$ cat config.mk
export PLATFORM = sky130hd
export DESIGN_NAME = stream_piece_splitter
export DESIGN_NICKNAME = d
export VERILOG_FILES = /design/src/design/sps_pkg.sv /design/src/design/sps_odometer.sv /design/src/design/stream_piece_splitter.sv
export SDC_FILE = /design/constraint.sdc
export NUM_CORES = 1
export LEC_CHECK = 0
export ABC_AREA = 1
export ABC_CLOCK_PERIOD_IN_PS = 7400
export BUFFER_PORTS_ARGS = -buffer_cell sky130_fd_sc_hd__buf_2
export CAP_MARGIN = 20
export CORE_UTILIZATION = 55
export CTS_CLUSTER_DIAMETER = 100
export DETAILED_ROUTE_END_ITERATION = 8
export PLACE_DENSITY = 0.73
export SLEW_MARGIN = 5
export SYNTH_ARGS = -nofsm -noshare
export SYNTH_HDL_FRONTEND = slang
export SYNTH_SLANG_ARGS = --single-unit
$ cat constraint.sdc
create_clock -name clk -period 7.4 [get_ports clk]
set_input_delay 0.74 -clock clk [delete_from_list [all_inputs] [get_ports clk]]
set_output_delay 0.74 -clock clk [all_outputs]
set_load 0.005 [all_outputs]
$ cat src/design/sps_pkg.sv
// shared types, constants and register indexes of the stream piece splitter
package sps_pkg;

    localparam int COUNT_WIDTH        = 32;
    localparam int PIECE_NUMBER_WIDTH = 24;
    localparam int LENGTH_WIDTH       = 32;
    localparam int MAX_SUFFIX_DIGITS  = 8;
    localparam int DIGIT_WIDTH        = 5;
    localparam int DIGIT_COUNT_WIDTH  = 4;
    localparam int CFG_INDEX_WIDTH    = 2;
    localparam int CFG_DATA_WIDTH     = 32;

    localparam logic [COUNT_WIDTH-1:0] COUNT_MAX = {COUNT_WIDTH{1'b1}};
    localparam logic [7:0] NEWLINE = 8'd10;

    localparam logic [DIGIT_WIDTH-1:0] ALPHA_TOP   = DIGIT_WIDTH'(26 - 1);
    localparam logic [DIGIT_WIDTH-1:0] DECIMAL_TOP = DIGIT_WIDTH'(10 - 1);

    localparam logic [1:0] MODE_BYTES      = 2'd0;
    localparam logic [1:0] MODE_LINES      = 2'd1;
    localparam logic [1:0] MODE_LINE_BYTES = 2'd2;
    localparam logic [1:0] MODE_BYTES_ALT  = 2'd3;

    localparam logic ACTION_BYTE = 1'b0;
    localparam logic ACTION_END  = 1'b1;

    localparam logic [CFG_INDEX_WIDTH-1:0] REG_SPLIT_MODE     = 2'd0;
    localparam logic [CFG_INDEX_WIDTH-1:0] REG_PIECE_LIMIT    = 2'd1;
    localparam logic [CFG_INDEX_WIDTH-1:0] REG_SUFFIX_DIGITS  = 2'd2;
    localparam logic [CFG_INDEX_WIDTH-1:0] REG_NUMERIC_SUFFIX = 2'd3;

    localparam logic [1:0]                   RESET_SPLIT_MODE     = MODE_LINES;
    localparam logic [COUNT_WIDTH-1:0]       RESET_LIMIT_M1       = COUNT_WIDTH'(1000 - 1);
    localparam logic [DIGIT_COUNT_WIDTH-1:0] RESET_SUFFIX_DIGITS  = DIGIT_COUNT_WIDTH'(2);
    localparam logic                         RESET_NUMERIC_SUFFIX = 1'b0;

    typedef struct packed {
        logic       action;
        logic [7:0] data_byte;
    } in_word_t;

    typedef struct packed {
        logic [PIECE_NUMBER_WIDTH-1:0] piece_number;
        logic [LENGTH_WIDTH-1:0]       piece_length;
        logic                          suffix_exhausted;
    } out_word_t;

    typedef struct packed {
        logic                         advance;
        logic [DIGIT_COUNT_WIDTH-1:0] digit_count;
        logic                         numeric;
    } odo_ctrl_t;

endpackage

$ cat src/design/sps_odometer.sv
// suffix odometer: digit registers, ripple advance and the wrapped flag
module sps_odometer
(
    input  logic                clk,
    input  logic                rst_n,
    input  sps_pkg::odo_ctrl_t  ctrl,
    output logic                spent
);

    logic [sps_pkg::DIGIT_WIDTH-1:0] digit_reg  [sps_pkg::MAX_SUFFIX_DIGITS];
    logic [sps_pkg::DIGIT_WIDTH-1:0] digit_next [sps_pkg::MAX_SUFFIX_DIGITS];
    logic                            spent_reg;
    logic                            spent_next;
    logic [sps_pkg::DIGIT_COUNT_WIDTH-1:0] used;
    logic [sps_pkg::DIGIT_WIDTH-1:0]       top;
    logic                                  carry;

    always_comb
    begin
        used = (ctrl.digit_count > sps_pkg::DIGIT_COUNT_WIDTH'(sps_pkg::MAX_SUFFIX_DIGITS))
             ? sps_pkg::DIGIT_COUNT_WIDTH'(sps_pkg::MAX_SUFFIX_DIGITS) : ctrl.digit_count;
        top   = ctrl.numeric ? sps_pkg::DECIMAL_TOP : sps_pkg::ALPHA_TOP;
        carry = 1'b1;
        for (int k = sps_pkg::MAX_SUFFIX_DIGITS - 1; k >= 0; k--)
        begin
            digit_next[k] = digit_reg[k];
            if (sps_pkg::DIGIT_COUNT_WIDTH'(k) < used && carry)
            begin
                if (digit_reg[k] >= top)
                begin
                    digit_next[k] = '0;
                end
                else
                begin
                    digit_next[k] = digit_reg[k] + 1'b1;
                    carry         = 1'b0;
                end
            end
        end
        spent_next = spent_reg | carry;
    end

    always_ff @(posedge clk or negedge rst_n)
    begin
        if (!rst_n)
        begin
            spent_reg <= 1'b0;
            for (int k = 0; k < sps_pkg::MAX_SUFFIX_DIGITS; k++)
            begin
                digit_reg[k] <= '0;
            end
        end
        else if (ctrl.advance)
        begin
            spent_reg <= spent_next;
            for (int k = 0; k < sps_pkg::MAX_SUFFIX_DIGITS; k++)
            begin
                digit_reg[k] <= digit_next[k];
            end
        end
    end

    assign spent = spent_reg;

endmodule

$ cat src/design/stream_piece_splitter.sv
// top level of the stream piece splitter: config, input stage, piece counters, result stage
//
//   channel  direction  handshake                  word
//   data     in         data_valid / data_ready    sps_pkg::in_word_t
//   piece    out        piece_valid / piece_ready  sps_pkg::out_word_t
//   cfg      in         cfg_we (no wait)           cfg_index, cfg_data
//
// one word per cycle sustained while the result side does not stall; a word is processed
// while it sits in the input register, and its result is registered into the output register
// as the word leaves the input register; the counters and the suffix odometer update with it
// reset clears counters, odometer and config to defaults; no clearing pass
// a stalled result holds the output register; the input register then takes a word only
// while empty, and data_ready stays low while it holds one, until the result is taken
module stream_piece_splitter
(
    input  logic                                   clk,
    input  logic                                   rst_n,
    input  logic                                   data_valid,
    output logic                                   data_ready,
    input  sps_pkg::in_word_t                      data_word,
    output logic                                   piece_valid,
    input  logic                                   piece_ready,
    output sps_pkg::out_word_t                     piece_word,
    input  logic                                   cfg_we,
    input  logic [sps_pkg::CFG_INDEX_WIDTH-1:0]    cfg_index,
    input  logic [sps_pkg::CFG_DATA_WIDTH-1:0]     cfg_data
);

    localparam int CW = sps_pkg::COUNT_WIDTH;

    logic [1:0]                            split_mode_reg;
    logic [CW-1:0]                         limit_m1_reg;
    logic [sps_pkg::DIGIT_COUNT_WIDTH-1:0] suffix_digits_reg;
    logic                                  numeric_suffix_reg;

    logic              in_valid_reg;
    sps_pkg::in_word_t in_word_reg;
    logic               out_valid_reg;
    sps_pkg::out_word_t out_word_reg;
    sps_pkg::out_word_t out_word_next;

    logic [CW-1:0] bytes_reg, bytes_next;
    logic [CW-1:0] lines_reg, lines_next;
    logic [CW-1:0] aln_reg, aln_next;
    logic [sps_pkg::PIECE_NUMBER_WIDTH-1:0] counter_reg, counter_next;
    logic halted_reg, halted_next;
    logic claimed_reg, claimed_next;

    logic fire;
    logic emit;
    logic spent;
    logic can_claim;
    logic is_nl;
    logic [1:0] mode;
    logic [CW-1:0] bytes_inc, lines_inc, aln_inc, piece_len;
    sps_pkg::odo_ctrl_t odo_ctrl;

    assign fire       = in_valid_reg && (!out_valid_reg || piece_ready);
    assign data_ready = !in_valid_reg || fire;
    assign is_nl      = in_word_reg.data_byte == sps_pkg::NEWLINE;
    assign mode       = (split_mode_reg == sps_pkg::MODE_BYTES_ALT) ? sps_pkg::MODE_BYTES
                                                                    : split_mode_reg;
    assign can_claim  = claimed_reg || !spent;

    assign bytes_inc = (bytes_reg == sps_pkg::COUNT_MAX) ? bytes_reg : bytes_reg + 1'b1;
    assign lines_inc = (lines_reg == sps_pkg::COUNT_MAX) ? lines_reg : lines_reg + 1'b1;
    assign aln_inc   = (aln_reg == sps_pkg::COUNT_MAX) ? aln_reg : aln_reg + 1'b1;

    always_comb
    begin
        bytes_next    = bytes_reg;
        lines_next    = lines_reg;
        aln_next      = aln_reg;
        counter_next  = counter_reg;
        halted_next   = halted_reg;
        claimed_next  = claimed_reg;
        emit          = 1'b0;
        piece_len     = bytes_inc;
        out_word_next = '{piece_number: counter_reg, piece_length: '0, suffix_exhausted: 1'b0};
        odo_ctrl = '{advance: 1'b0, digit_count: suffix_digits_reg, numeric: numeric_suffix_reg};

        if (!halted_reg)
        begin
            if (in_word_reg.action == sps_pkg::ACTION_END)
            begin
                if (bytes_reg == '0)
                begin
                    claimed_next = 1'b0;
                end
                else if (!can_claim)
                begin
                    emit                           = 1'b1;
                    out_word_next.suffix_exhausted = 1'b1;
                    halted_next                    = 1'b1;
                end
                else
                begin
                    odo_ctrl.advance           = !claimed_reg;
                    emit                       = 1'b1;
                    out_word_next.piece_length = bytes_reg;
                    counter_next               = counter_reg + 1'b1;
                    bytes_next                 = '0;
                    lines_next                 = '0;
                    aln_next                   = '0;
                    claimed_next               = 1'b0;
                end
            end
            else if (mode != sps_pkg::MODE_LINE_BYTES && !can_claim)
            begin
                emit                           = 1'b1;
                out_word_next.suffix_exhausted = 1'b1;
                halted_next                    = 1'b1;
            end
            else
            begin
                bytes_next = bytes_inc;
                if (is_nl)
                begin
                    lines_next = lines_inc;
                    aln_next   = '0;
                end
                else if (lines_reg != '0)
                begin
                    aln_next = aln_inc;
                end

                if (mode != sps_pkg::MODE_LINE_BYTES)
                begin
                    odo_ctrl.advance = !claimed_reg;
                    claimed_next     = 1'b1;
                end

                unique case (mode)
                    sps_pkg::MODE_LINES:
                    begin
                        emit = is_nl && (lines_reg >= limit_m1_reg);
                    end
                    sps_pkg::MODE_LINE_BYTES:
                    begin
                        emit = bytes_reg >= limit_m1_reg;
                        if (lines_next != '0 && aln_next < bytes_inc)
                        begin
                            piece_len = bytes_inc - aln_next;
                        end
                    end
                    default:
                    begin
                        emit = bytes_reg >= limit_m1_reg;
                    end
                endcase

                if (emit)
                begin
                    if (mode == sps_pkg::MODE_LINE_BYTES && !can_claim)
                    begin
                        out_word_next.suffix_exhausted = 1'b1;
                        halted_next                    = 1'b1;
                    end
                    else
                    begin
                        odo_ctrl.advance           = !claimed_reg;
                        out_word_next.piece_length = piece_len;
                        counter_next               = counter_reg + 1'b1;
                        bytes_next                 = bytes_inc - piece_len;
                        lines_next                 = '0;
                        aln_next                   = '0;
                        claimed_next               = 1'b0;
                    end
                end
            end
        end

        if (!fire)
        begin
            odo_ctrl.advance = 1'b0;
        end
    end

    sps_odometer u_odometer
    (
        .clk   (clk),
        .rst_n (rst_n),
        .ctrl  (odo_ctrl),
        .spent (spent)
    );

    // configuration registers
    always_ff @(posedge clk or negedge rst_n)
    begin
        if (!rst_n)
        begin
            split_mode_reg     <= sps_pkg::RESET_SPLIT_MODE;
            limit_m1_reg       <= sps_pkg::RESET_LIMIT_M1;
            suffix_digits_reg  <= sps_pkg::RESET_SUFFIX_DIGITS;
            numeric_suffix_reg <= sps_pkg::RESET_NUMERIC_SUFFIX;
        end
        else if (cfg_we)
        begin
            unique case (cfg_index)
                sps_pkg::REG_SPLIT_MODE:
                begin
                    split_mode_reg <= cfg_data[1:0];
                end
                sps_pkg::REG_PIECE_LIMIT:
                begin
                    limit_m1_reg <= (cfg_data == '0) ? '0 : CW'(cfg_data - 1'b1);
                end
                sps_pkg::REG_SUFFIX_DIGITS:
                begin
                    suffix_digits_reg <= cfg_data[sps_pkg::DIGIT_COUNT_WIDTH-1:0];
                end
                sps_pkg::REG_NUMERIC_SUFFIX:
                begin
                    numeric_suffix_reg <= cfg_data[0];
                end
            endcase
        end
    end

    // input stage, piece state and result stage
    always_ff @(posedge clk or negedge rst_n)
    begin
        if (!rst_n)
        begin
            in_valid_reg  <= 1'b0;
            out_valid_reg <= 1'b0;
            bytes_reg     <= '0;
            lines_reg     <= '0;
            aln_reg       <= '0;
            counter_reg   <= '0;
            halted_reg    <= 1'b0;
            claimed_reg   <= 1'b0;
        end
        else
        begin
            if (data_ready)
            begin
                in_valid_reg <= data_valid;
            end
            if (fire)
            begin
                out_valid_reg <= emit;
                bytes_reg     <= bytes_next;
                lines_reg     <= lines_next;
                aln_reg       <= aln_next;
                counter_reg   <= counter_next;
                halted_reg    <= halted_next;
                claimed_reg   <= claimed_next;
            end
            else if (piece_ready)
            begin
                out_valid_reg <= 1'b0;
            end
        end
    end

    always_ff @(posedge clk)
    begin
        if (data_valid && data_ready)
        begin
            in_word_reg <= data_word;
        end
        if (fire && emit)
        begin
            out_word_reg <= out_word_next;
        end
    end

    assign piece_valid = out_valid_reg;
    assign piece_word  = out_word_reg;

endmodule

# [After elaboration in Yosys (flattened, before gate mapping)]
# Index checks and enable logic that the tools add are counted.
[word_totals] ff_bits=270 input_bits=48 out_inout_bits=59 word_cells=228
[classes] n_addsub=15 order_cmp=20 eq_ne=16 muxes=105 n_bitwise=2 reduce_logical=44
[ops] op="$mux W32" count=35
[ops] op="$mux W24" count=6
[ops] op="$mux W33" count=3
[ops] op="$add A32 B1 Y32 const B" count=3
[ops] op="$eq A32 B32 Y1 const B" count=3
[ops] op="$ge A32 B32 Y1" count=2
[ops] op="$logic_not A32 Y1" count=2
[ops] op="$reduce_bool A32 Y1" count=2
[ops] op="$sub A32 B32 Y32" count=2
[ops] op="$mux W1" count=50
[ops] op="$mux W5" count=9
[ops] op="$add A5 B1 Y5 const B" count=8
[ops] op="$ge A5 B5 Y1" count=8
[ops] op="$lt A32 B32 Y1" count=1
[ops] op="$sub A32 B1 Y32 const B" count=1
[ops] op="$add A24 B1 Y24 const B" count=1
[ops] op="$reduce_and A2 Y1" count=12
[ops] op="$lt A3 B4 Y1 const A" count=4
[ops] op="$logic_and A1 B1 Y1" count=14
[ops] op="$eq A2 B2 Y1 const B" count=4
[ops] op="$eq A8 B4 Y1 const B" count=1
[ops] op="$lt A1 B4 Y1 const A" count=2
[ops] op="$lt A2 B4 Y1 const A" count=2
[ops] op="$ne A2 B2 Y1 const B" count=4
[ops] op="other kinds (15)" count=23

# [Longest topological paths before layout]
# Gate-level depths: netlist (run 1).
[depth] word_depth=19 ltp_mapped=43 depth_no_buf=42

# [Modules after synthesis]
# From an unflattened synthesis (run 1), not the netlist that was laid out.
[hier_totals] cells_unflattened=3033 area_unflattened_um2=21694.6
[by_module_without_submodules] module="stream_piece_splitter" n_inst=1 cells_per_inst=2685 area_per_inst_um2=18954.4 seq_area_each_um2=6073.3
[by_module_without_submodules] module="sps_odometer" n_inst=1 cells_per_inst=348 area_per_inst_um2=2740.1 seq_area_each_um2=1026.0

# [Worst setup path after synthesis (run 1)]
# OpenSTA, ideal clock, no wires.
[synth_path] kind="reg2reg" start="register lines_reg[0]" end="register bytes_reg[29]" setup_ps=133 arrival_ps=6142 t_required_ps=7267 setup_slack_ps=1125 stages_incl_launch_ff=39 path_buffers=3 period_less_slack_ps=6275 path_cell_list="dfrtp_1 > inv_1 > ha_1 > inv_1 > nor4_1 > nand4_1 > o32ai_1 > clkbuf_1 > nand2_1 > nand2_1 > a21oi_1 > ha_1 > fa_1 > o21ai_1 > a21oi_1 > o21ai_2 > nand2_1 > nand2_1 > (+3 left out) > buf_6 > buf_6 > o21ai_1 > inv_1 > ha_1 > nand2_1 > o21ai_0 > a21oi_1 > o21ai_0 > nand3_1 > nand3_1 > inv_1 > o21ai_0 > nand2_1 > nand3_1 > nand3b_1 > a21oi_1 > o22ai_1"
[synth_via] elab_chain_len=18 word_cells_on_any_way=33 classes_between="add/sub (3); order compare (2); eq/ne (1); mux (23); reduce/logical (4)"
[synth_lines] element="start, declared" line="stream_piece_splitter.sv:43" rtl="logic [CW-1:0] lines_reg, lines_next;"
[synth_lines] element="start signal, assigned" line="stream_piece_splitter.sv:244" rtl="lines_reg <= lines_next;"
[synth_lines] element="$add A32 B1 Y32 (tied with other cells)" line="stream_piece_splitter.sv:66" rtl="assign lines_inc = (lines_reg == sps_pkg::COUNT_MAX) ? lines_reg : lines_reg + 1'b1;"
[synth_lines] element="$mux W32, on equally long branches" line="stream_piece_splitter.sv:66, stream_piece_splitter.sv:122"
[synth_lines] element="$mux W32" line="stream_piece_splitter.sv:117" rtl="if (is_nl)"
[synth_lines] element="$mux W32" line="stream_piece_splitter.sv:108" rtl="else if (mode != sps_pkg::MODE_LINE_BYTES && !can_claim)"
[synth_lines] element="$mux W32" line="stream_piece_splitter.sv:84" rtl="if (in_word_reg.action == sps_pkg::ACTION_END)"
[synth_lines] element="$mux W32" line="stream_piece_splitter.sv:82" rtl="if (!halted_reg)"
[synth_lines] element="$reduce_bool A32 Y1 / $lt A32 B32 Y1 (equally long branches)" line="stream_piece_splitter.sv:141" rtl="if (lines_next != '0 && aln_next < bytes_inc)"
[synth_lines] element="$logic_and A1 B1 Y1" line="stream_piece_splitter.sv:141"
[synth_lines] element="(+2 left out)"
[synth_lines] element="$mux W32" line="stream_piece_splitter.sv:108"
[synth_lines] element="$mux W32" line="stream_piece_splitter.sv:84"
[synth_lines] element="$mux W32" line="stream_piece_splitter.sv:82"
[synth_lines] element="$sub A32 B32 Y32" line="stream_piece_splitter.sv:164" rtl="bytes_next = bytes_inc - piece_len;"
[synth_lines] element="$mux W32" line="stream_piece_splitter.sv:154" rtl="if (mode == sps_pkg::MODE_LINE_BYTES && !can_claim)"
[synth_lines] element="$mux W32 (*)" line="stream_piece_splitter.sv:152" rtl="if (emit)"
[synth_lines] element="$mux W32 (*)" line="stream_piece_splitter.sv:108"
[synth_lines] element="$mux W32 (*)" line="stream_piece_splitter.sv:84"
[synth_lines] element="end signal, assigned" line="stream_piece_splitter.sv:243" rtl="bytes_reg <= bytes_next;"
[synth_lines] element="end, declared" line="stream_piece_splitter.sv:42" rtl="logic [CW-1:0] bytes_reg, bytes_next;"
# Mark *: on every way between the ends. The rest lies on a longest branch, timed or not. The select of a mux whose other input is x is not followed.
# A chain may end at the register's enable or synchronous reset.

# [Final worst setup path (run 1)]
[layout_path] start="register bytes_reg[1]" end="register bytes_reg[28]"
[layout_via] elab_chain_len=14 word_cells_on_any_way=24 classes_between="add/sub (3); order compare (2); eq/ne (2); mux (14); reduce/logical (3)"
[layout_lines] element="$add A32 B1 Y32 / $eq A32 B32 Y1 (equally long branches)" line="stream_piece_splitter.sv:65" rtl="assign bytes_inc = (bytes_reg == sps_pkg::COUNT_MAX) ? bytes_reg : bytes_reg + 1'b1;"
[layout_lines] element="$mux W32" line="stream_piece_splitter.sv:65"
[layout_lines] element="$lt A32 B32 Y1" line="stream_piece_splitter.sv:141"
[layout_lines] element="$logic_and A1 B1 Y1" line="stream_piece_splitter.sv:141"
[layout_lines] element="$mux W32" line="stream_piece_splitter.sv:141"
[layout_lines] element="$mux W32" line="stream_piece_splitter.sv:133" rtl="unique case (mode)"
[layout_lines] element="$mux W32" line="stream_piece_splitter.sv:108"
[layout_lines] element="$mux W32" line="stream_piece_splitter.sv:84"
[layout_lines] element="$mux W32" line="stream_piece_splitter.sv:82"
[layout_lines] element="$sub A32 B32 Y32" line="stream_piece_splitter.sv:164"
[layout_lines] element="$mux W32" line="stream_piece_splitter.sv:154"
[layout_lines] element="$mux W32" line="stream_piece_splitter.sv:152"
[layout_lines] element="$mux W32" line="stream_piece_splitter.sv:108"
[layout_lines] element="$mux W32" line="stream_piece_splitter.sv:84"
# Several ways; a longest one is shown, not always the timed one. The select of a mux whose other input is x is not followed.

==> results.sh, run 1 <==
export IMPL_max_slew_margin_pct=21.49
export IMPL_cp_end_kind="register"
export IMPL_viasPerCell=5.978
export IMPL_grt_start_max_net_pins=82
export IMPL_status="complete, no violations"
export IMPL_insertion_delay_ns=0.62
export IMPL_cp_slowest_cell="nor4_1"
export IMPL_finalSetupViolCount=0
export IMPL_die_area_sq_mm=0.03971
export IMPL_synthTopCellsByCount="638 x nand2_1, 370 x inv_1, 285 x nor2_1, 194 x dfrtp_1, 185 x a21oi_1"
export IMPL_syn_to_final_growth_pct=12.78
export IMPL_layout_min_cycle_time_ns=6.952
export IMPL_synth_fp_nets=3152
export IMPL_drt_iter0_markers=2265
export IMPL_drcViolationCount=0
export IMPL_synth_enable_flop_cells=66
export IMPL_cts_clk_slew_worst_paths_ns=0.07
export IMPL_worst_setup_path_start_kind="register"
export IMPL_worstPathArrival_ns=7.42
export IMPL_die_x_um=199.3
export IMPL_yosysTopAreaCell="dfrtp_1"
export IMPL_antenna_cells=0
export IMPL_largest_reg_flops=57
export IMPL_overflow=0
export IMPL_skew_ns=0.03137
export IMPL_syn_avg_cell_area_sq_um=7.291
export IMPL_critPathMostFrequentCell="nand2_1"
export IMPL_yosysMostFrequentCell="nand2_1"
export IMPL_ys_async_sr_fraction_pct=75.56
export IMPL_rrSetupSlack_ns=0.45
export IMPL_maxCapViolCount=0
export IMPL_gp_congestion=1.077
export IMPL_critical_path_max_stage_delay_ns=0.53
export IMPL_path_depth=39
export IMPL_cts_tree="built"
export IMPL_ys_top_cells_by_area="dfrtp_1 23%, nand2_1 11%, ha_1 9.7%, edfxtp_1 9.3%, inv_1 6.5%"
export IMPL_utilization_pct=63.50
export IMPL_route_vias_total=21610
export IMPL_fmax_mhz=143.8
export IMPL_cts_max_level=1
export IMPL_cp_max_fo=22
export IMPL_wirelength_mm=71.57
export IMPL_synth_top_flop_cell="dfrtp_1"
export IMPL_ys_types=60
export IMPL_antenna_found_initial=2
export IMPL_netlist_area_leader_share_pct=22.68
export IMPL_cp_top_family="simple AND/OR/NAND/NOR gates"
export IMPL_leakagePower_uw=0.01157
export IMPL_dr_pass1_iters=7
export IMPL_grt_use_total_pct=36.51
export IMPL_die_height_um=199.3
export IMPL_ys_ff_latch=270
export IMPL_fin_nets=3294
export IMPL_io_pins=107
export IMPL_rows=71
export IMPL_clkSinkCount=270
export IMPL_crit_buf_inv=4
export IMPL_worstRegToRegCells=39
export IMPL_power_density_mw_per_mm2=324.5
export IMPL_cp_required_ns=7.86
export IMPL_finalSetupTns_ns=0
export IMPL_yosys_warnings=0
export IMPL_grt_pass1_vias=20430
export IMPL_numPortBuffers=106
export IMPL_path_class="register to register"
export IMPL_drv_slew=0
export IMPL_final_hold_viol_count=0
export IMPL_hpwl_mm=55.35
export IMPL_hold_class="primary input to async pin"
export IMPL_tightest_slew_ns=1.175
export IMPL_instances_no_fill=3614
export IMPL_ys_seq_area_share_pct=33.16
export IMPL_hold_slack_ns=0.1354
export IMPL_ant_nets=0
export IMPL_syn_inst=2936
export IMPL_grt_pass1_wl_mm=112.1
export IMPL_finalCritPeriodShare_pct=93.95
export IMPL_dp_cells=3553
export IMPL_start_util_pct=56.30
export IMPL_root_buffer="clkbuf_16"
export IMPL_syn_cell_area_sq_mm=0.02141
export IMPL_ir_drop_v=0.0003097
export IMPL_wl_per_cell_um=19.80
export IMPL_core_sq_mm=0.03802
export IMPL_cts_buffer_depth=3
export IMPL_drive_gt1_share_pct=10.57
export IMPL_cts_buffers=31
[power by group]
group	internal [uW]	leakage [uW]	switching (uW)	total [uW]
registers	1710	0.00296	251	1960
clock network	1080	0.000567	674	1750
logic	1450	0.00804	2670	4130
[per-layer routing]
metal | wire, um | vias to the layer above | global-route usage [%] | part of all wire (%)
met1 | 30420 | 10180 | 49.55 | 42
li1 | - | 10200 | - | -
met5 | 13 | - | 0 | 0.018
met3 | 6683 | 197 | 7.173 | 9.3
met4 | 2987 | 2 | 13.42 | 4.2
met2 | 31470 | 1019 | 57.54 | 44
[area by class of cell]
cell class / instances / area (sq um)
multi-input cells: 2224 / 12730
well taps: 511 / 639.4
clock buffers: 39 / 865.8
clock inverters: 19 / 300.3
repair buffers: 174 / 1095
fillers: 3470 / 13880
flip-flops and latches: 270 / 7099
inverters: 377 / 1416
[layout by cell type, fill, tap and decap left out, types with 105 or more instances in the layout]
cell type,instances
a21oi_1,181
nor2_1,276
nand2_1,637
xor2_1,108
dfrtp_1,194
o21ai_0,163
buf_2,105
nand3_1,181
ha_1,166
inv_1,370
[stage by stage]
stage,cell area [sq um],setup slack (ns),power [uW]
4_1_cts,24000,0.1154,7671
2_1_floorplan,21410,1.125,4674
5_1_grt,24140,-0.02806,8335
3_3_place_gp,22820,0.07515,5831
6_report,24140,0.4477,7833
3_5_place_dp,22820,0.001804,5899
[repair_timing]
item                       in CTS  in global routing
hold buffers                    0                  0
gates resized for setup         2                 27
setup endpoints to repair       3                 23
pin swaps                       0                  2
setup buffers                   0                  2
[worst reg2reg max path, delay by kind of cell (launching register included)]
family | cells | cell delay [ns]
AO/OA/AOI/OAI | 8 | 1.18
XOR/XNOR | 2 | 0.70
adder cells (fa/ha/maj) | 3 | 0.88
buffers and inverters | 4 | 0.53
flip-flops | 1 | 0.43
AND/OR/NAND/NOR | 22 | 3.06
[final timing paths]
| kind | end | startpoint |
|---|---|---|
| min in group clk | in_word_reg[7]$_DFFE_PP_ | data_word[7] |
| max | bytes_reg[28]$_DFFE_PN0P_ | bytes_reg[1]$_DFFE_PN0P_ |
| max in group asynchronous | aln_reg[10]$_DFFE_PN0P_ | rst_n |
| min reg2reg | piece_word[35]$_DFFE_PP_ | counter_reg[2]$_DFFE_PN0P_ |
| max reg2reg | bytes_reg[28]$_DFFE_PN0P_ | bytes_reg[1]$_DFFE_PN0P_ |
| min | limit_m1_reg[29]$_DFFE_PN0P_ | rst_n |
[kinds of logic after synthesis]
| family | Yosys count | synth area share [%] |
|---|---|---|
| AO/OA/AOI/OAI | 563 | 14.87 |
| XOR/XNOR | 161 | 6.587 |
| adder cells (fa/ha/maj) | 168 | 9.890 |
| buffers and inverters | 442 | 8.089 |
| flip-flops | 270 | 33.16 |
| AND/OR/NAND/NOR | 1332 | 27.40 |
(Power assumes the default switching activity.)
==> run 2, diff against run 1 <==
--- a/config.mk
+++ b/config.mk
@@ -6,13 +6,13 @@
 export NUM_CORES = 1
 export LEC_CHECK = 0
 export ABC_AREA = 1
-export ABC_CLOCK_PERIOD_IN_PS = 7400
+export ABC_CLOCK_PERIOD_IN_PS = 6300
 export BUFFER_PORTS_ARGS = -buffer_cell sky130_fd_sc_hd__buf_2
 export CAP_MARGIN = 20
 export CORE_UTILIZATION = 55
 export CTS_CLUSTER_DIAMETER = 100
 export DETAILED_ROUTE_END_ITERATION = 8
-export PLACE_DENSITY = 0.73
+export PLACE_DENSITY = 0.76
 export SLEW_MARGIN = 5
 export SYNTH_ARGS = -nofsm -noshare
 export SYNTH_HDL_FRONTEND = slang
==> constraint.sdc (replaced) <==
create_clock -name clk -period 6.3 [get_ports clk]
set_input_delay 0.63 -clock clk [delete_from_list [all_inputs] [get_ports clk]]
set_output_delay 0.63 -clock clk [all_outputs]
set_load 0.005 [all_outputs]
==> results.sh, run 2 (synthesized netlist as in run 1, its figures left out) <==
export IMPL_cp_slowest_cell="dfrtp_1"
export IMPL_cp_required_ns=6.74
export IMPL_final_hold_viol_count=0
export IMPL_cp_max_fo=8
export IMPL_maxUsedRoutingLayer="met4"
export IMPL_dr_pass1_iters=5
export IMPL_drv_slew=0
export IMPL_wl_met3_mm=6.758
export IMPL_fin_nets=3663
export IMPL_cts_buffer_depth=3
export IMPL_drcViolationCount=0
export IMPL_die_area_sq_mm=0.03971
export IMPL_p_total_uw=11260
export IMPL_gp_congestion=1.010
export IMPL_rsz0062_at_grt="true"
export IMPL_drive_gt1_share_pct=23.97
export IMPL_crit_end="bytes_reg[30]$_DFFE_PN0P_"
export IMPL_layout_min_cycle_time_ns=6.299
export IMPL_root_buffer="clkbuf_16"
export IMPL_rrSetupSlack_ns=0.001
export IMPL_power_density_mw_per_mm2=408.1
export IMPL_clkSinkCount=270
export IMPL_grt_pass1_wl_mm=119.6
export IMPL_grt_start_max_net_pins=112
export IMPL_worst_setup_path_start_kind="register"
export IMPL_ir_drop_v=0.0004409
export IMPL_hpwl_mm=59.33
export IMPL_viasPerCell=5.833
export IMPL_fmax_mhz=158.8
export IMPL_cts_tree="built"
export IMPL_seq_power_share_pct=19.1
export IMPL_p_sw_uw=5019
export IMPL_rr_startpoint="lines_reg[0]$_DFFE_PN0P_"
export IMPL_cts_clk_slew_worst_paths_ns=0.07
export IMPL_mostFrequentLayoutCells="623 x nand2_1, 425 x buf_4, 357 x inv_1, 269 x nor2_1, 193 x dfrtp_1"
export IMPL_antenna_found_initial=0
export IMPL_pwr_share_comb_pct=63.9
export IMPL_route_vias_total=23230
export IMPL_start_util_pct=56.30
export IMPL_skew_ns=0.01600
export IMPL_dp_cells=3899
export IMPL_startpoint="lines_reg[0]$_DFFE_PN0P_"
export IMPL_cts_buffers=31
export IMPL_drt_met1_wl_mm=32.53
export IMPL_wirelength_mm=77.83
export IMPL_finalSetupViolCount=0
export IMPL_wl_per_cell_um=19.54
export IMPL_worstRegToRegCells=40
export IMPL_die_height_um=199.3
export IMPL_core_sq_mm=0.03802
export IMPL_p_clk_share_pct=17.0
export IMPL_path_class="register to register"
export IMPL_max_slew_margin_pct=29.26
export IMPL_maxCapViolCount=0
export IMPL_critical_path_max_stage_delay_ns=0.40
export IMPL_drt_iter0_markers=2073
export IMPL_syn_to_final_growth_pct=28.90
export IMPL_leakagePower_uw=0.01339
export IMPL_wl_met2_mm=34.58
export IMPL_critPathMostFrequentCell="nand2_1"
export IMPL_p_int_uw=6242
export IMPL_grt_use_total_pct=38.83
export IMPL_largest_reg_flops=57
export IMPL_cts_hold_buf=0
export IMPL_insertion_delay_ns=0.59
export IMPL_r2r_end="bytes_reg[30]$_DFFE_PN0P_"
export IMPL_hold_class="primary input to async pin"
export IMPL_finalCritPeriodShare_pct=99.98
export IMPL_cts_max_level=1
export IMPL_final_common_cell="nand2_1"
export IMPL_rows=71
export IMPL_ant_nets=0
export IMPL_status="complete, no violations"
export IMPL_p_sw_share_pct=44.57
export IMPL_overflow=0
export IMPL_cp_end_kind="register"
export IMPL_tightest_slew_ns=1.061
export IMPL_worstPathArrival_ns=6.74
export IMPL_antenna_cells=0
export IMPL_grt_pass1_vias=22190
export IMPL_io_pins=107
export IMPL_numPortBuffers=106
export IMPL_instances_no_fill=3982
export IMPL_die_x_um=199.3
==> run 2: layout make-up <==
cell class	instances	area [sq um]
clock buffers	31	775.7
clock inverters	26	282.8
fillers	3080	10430
inverters	377	1420
multi-input cells	2225	13510
flip-flops and latches	270	7101
well taps	511	639.4
repair buffers	542	3865
==> run 2: worst min-delay path by stage <==
stage / slack, ns / cells past startpoint / endpoint / start
floorplan: 0.33 / 0 / aln_reg[0]$_DFFE_PN0P_ / rst_n
global placement: 0.47 / 2 / u_odometer.spent$_DFFE_PN0P_ / u_odometer.spent$_DFFE_PN0P_
detailed placement: 0.49 / 2 / split_mode_reg[1]$_DFFE_PN0P_ / split_mode_reg[1]$_DFFE_PN0P_
CTS: 0.17 / 1 / limit_m1_reg[21]$_DFFE_PN0P_ / rst_n
global route: 0.22 / 1 / limit_m1_reg[21]$_DFFE_PN0P_ / rst_n
finish: 0.12 / 1 / limit_m1_reg[21]$_DFFE_PN0P_ / rst_n
==> run 2: metrics by stage <==
stage	setup WS [ns]	setup TNS [ns]	hold WS, ns	util, %	cell area (sq um)
floorplan	0.02527	0	0.3344	-	21410
global placement	-0.2438	-1.814	0.4701	66.79	25390
detailed placement	-0.3843	-3.282	0.4850	66.79	25390
CTS	0.0003100	0	0.1715	69.90	26580
global route	-0.3013	-2.715	0.2174	72.57	27590
finish	0.001291	0	0.1219	72.57	27590
==> run 2: timing repair <==
item	CTS	global route
setup buffers	3	22
endpoints found under the setup margin	16	26
cloned	1	0
pin swaps	11	67
gates resized for setup	26	199
==> run 2: metal layers <==
metal / up-vias / GRT usage [%]
met5: - / 0
met2: 1074 / 61.80
met1: 10980 / 52.05
li1: 10940 / -
met3: 238 / 6.346
met4: 0 / 16.72
==> run 2: worst max-delay path: cells and delay by family, from the launching register on <==
| family | cells | cell delay (ns) |
|---|---|---|
| simple gates | 15 | 1.84 |
| compound gates | 12 | 1.80 |
| buf+inv | 9 | 1.11 |
| fa+ha+maj | 3 | 0.83 |
| flops | 1 | 0.40 |
| xor+xnor | 1 | 0.13 |
==> run 2: power groups by stage <==
stage	Sequential [uW]	Combinational, uW	Clock, uW
2_1_floorplan	2220	3270	0
3_3_place_gp	2170	6090	0
3_5_place_dp	2170	6180	0
4_1_cts	2140	6290	1920
5_1_grt	2170	7790	1980
6_report	2150	7200	1910
==> run 3, diff against run 2 <==
--- a/config.mk
+++ b/config.mk
@@ -12,8 +12,9 @@
 export CORE_UTILIZATION = 55
 export CTS_CLUSTER_DIAMETER = 100
 export DETAILED_ROUTE_END_ITERATION = 8
-export PLACE_DENSITY = 0.76
+export PLACE_DENSITY_LB_ADDON = 0.08
 export SLEW_MARGIN = 5
 export SYNTH_ARGS = -nofsm -noshare
 export SYNTH_HDL_FRONTEND = slang
 export SYNTH_SLANG_ARGS = --single-unit
+export TNS_END_PERCENT = 20
==> results.sh, run 3 (synthesized netlist as in run 1, its figures left out) <==
export IMPL_ir_drop_v=0.0003629
export IMPL_power_density_mw_per_mm2=394.1
export IMPL_leakagePower_uw=0.01301
export IMPL_antenna_found_initial=1
export IMPL_finalSetupTns_ns=0
export IMPL_die_x_um=199.3
export IMPL_finalCritPeriodShare_pct=98.59
export IMPL_grt_pass1_vias=21590
export IMPL_hpwl_mm=58.04
export IMPL_cp_required_ns=6.76
export IMPL_status="complete, no violations"
export IMPL_cts_buffer_depth=3
export IMPL_grt_start_max_net_pins=132
export IMPL_final_hold_viol_count=0
export IMPL_hold_class="primary input to async pin"
export IMPL_maxCapViolCount=0
export IMPL_cts_clk_slew_worst_paths_ns=0.07
export IMPL_crit_end="bytes_reg[28]$_DFFE_PN0P_"
export IMPL_grt_use_total_pct=38.30
export IMPL_crit_buf_inv=8
export IMPL_root_buffer="clkbuf_16"
export IMPL_seq_area_sq_mm=0.007099
export IMPL_wirelength_mm=76.66
export IMPL_syn_to_final_growth_pct=25.58
export IMPL_critical_path_max_stage_delay_ns=0.39
export IMPL_ant_nets=0
export IMPL_grt_pass1_wl_mm=117.8
export IMPL_path_class="register to register"
export IMPL_p_total_uw=10590
export IMPL_start_util_pct=56.30
export IMPL_die_height_um=199.3
export IMPL_tightest_slew_ns=0.9705
export IMPL_r2r_end="bytes_reg[28]$_DFFE_PN0P_"
export IMPL_cts_tree="built"
export IMPL_overflow=0
export IMPL_fmax_mhz=161.0
export IMPL_startpoint="lines_reg[1]$_DFFE_PN0P_"
export IMPL_worstRegToRegCells=37
export IMPL_gp_congestion=1.038
export IMPL_cts_max_level=1
export IMPL_rsz0062_at_grt="true"
export IMPL_finalSetupViolCount=0
export IMPL_cp_end_kind="register"
export IMPL_rr_startpoint="lines_reg[1]$_DFFE_PN0P_"
export IMPL_utilization_pct=70.71
export IMPL_mostFrequentLayoutCells="627 x nand2_1, 364 x inv_1, 350 x buf_4, 272 x nor2_1, 194 x dfrtp_1"
export IMPL_wl_per_cell_um=19.65
export IMPL_antenna_cells=0
export IMPL_rrSetupSlack_ns=0.09
export IMPL_cp_max_fo=9
export IMPL_core_sq_mm=0.03802
export IMPL_cp_slowest_cell="dfrtp_1"
export IMPL_drv_slew=0
export IMPL_max_slew_margin_pct=34.70
export IMPL_path_depth=37
export IMPL_cp_top_family="compound AO/OA/AOI/OAI gates"
export IMPL_layout_min_cycle_time_ns=6.211
export IMPL_route_vias_total=22740
export IMPL_final_common_cell="nand2_1"
export IMPL_fill_cells=3190
export IMPL_worst_setup_path_start_kind="register"
export IMPL_multiInputGateArea_sq_mm=0.01349
export IMPL_die_area_sq_mm=0.03971
export IMPL_viasPerCell=5.830
export IMPL_drcViolationCount=0
export IMPL_cts_buffers=31
export IMPL_insertion_delay_ns=0.61
export IMPL_hold_slack_ns=0.04554
export IMPL_largest_reg_flops=57
export IMPL_fin_nets=3585
export IMPL_worstPathArrival_ns=6.67
export IMPL_rows=71
export IMPL_drt_iter0_markers=2150
export IMPL_io_pins=107
export IMPL_cts_hold_buf=0
export IMPL_clkSinkCount=270
export IMPL_dr_pass1_iters=6
export IMPL_numPortBuffers=106
export IMPL_skew_ns=0.02907
export IMPL_drive_gt1_share_pct=21.21
[run 3: changes by cell type in the layout (fill, tap and decap cells not counted), sizes merged]
cell,change
nand2,+1
buf,-79
clkbuf,+12
clkinv,-8
inv,-1
clkinvlp,-2
bufinv,-4
[run 3: metal layers]
| metal | share of wire [%] | global-route usage [%] | vias to the layer above | wire length, um |
|---|---|---|---|---|
| met2 | 45 | 61.57 | 1037 | 34350 |
| met5 | 0 | 0 | - | 0 |
| met3 | 8.3 | 5.283 | 224 | 6379 |
| met1 | 42 | 51.63 | 10700 | 32280 |
| li1 | - | - | 10780 | - |
| met4 | 4.8 | 16.01 | 0 | 3646 |
[run 3: final cells by class]
| cell class | instances | area share [%] |
|---|---|---|
| timing repair buffer | 463 | 12.17 |
| clock buffer | 43 | 3.277 |
| inverter | 377 | 5.282 |
| clock inverter | 11 | 0.3211 |
| multi-input combinational | 2226 | 50.17 |
| tap | 511 | 2.378 |
| sequential | 270 | 26.41 |
[run 3: stage by stage]
step	setup slack, ns	cells	cell area, sq um
2_1_floorplan	0.02527	2936	21410
4_1_cts	0.01527	3878	25860
3_5_place_dp	-0.2644	3821	24820
6_report	0.08879	3901	26880
3_3_place_gp	-0.1990	3821	24820
5_1_grt	-0.2003	3901	26880
[run 3: timing repair]
action                     in CTS  in global routing
gates cloned                    1                  1
resized for setup              11                174
setup endpoints to repair      15                 26
hold endpoints to repair        0                  0
buffers inserted                2                 21
pin swaps                       2                 47
[run 3: report_power, final]
group / internal (uW) / total, uW / switching [uW]
sequential: 2010 / 2160 / 149
clock: 1000 / 1770 / 764
combinational: 2810 / 6670 / 3860
total: 5820 / 10600 / 4770
[run 3: worst reg2reg max path, delay by kind of cell (launching register included)]
kind,cells,cell delay (ns)
adder cells (fa/ha/maj),3,0.71
AND/OR/NAND/NOR,11,1.35
buffers and inverters,8,1.14
flip-flops,1,0.39
XOR/XNOR,1,0.16
AO/OA/AOI/OAI,14,2.34
[run 3: worst min path at each step]
stage                                           from                           end  slack (ns)  depth (start not counted)
final                                          rst_n  limit_m1_reg[23]$_DFFE_PN0P_        0.05                          1
after floorplan                                rst_n        aln_reg[0]$_DFFE_PN0P_        0.33                          0
after global routing                           rst_n  limit_m1_reg[23]$_DFFE_PN0P_        0.12                          1
after global placement    counter_reg[1]$_DFFE_PN0P_      piece_word[34]$_DFFE_PP_        0.47                          0
after detailed placement  counter_reg[1]$_DFFE_PN0P_      piece_word[34]$_DFFE_PP_        0.47                          0
after CTS                                      rst_n  limit_m1_reg[28]$_DFFE_PN0P_        0.07                          1
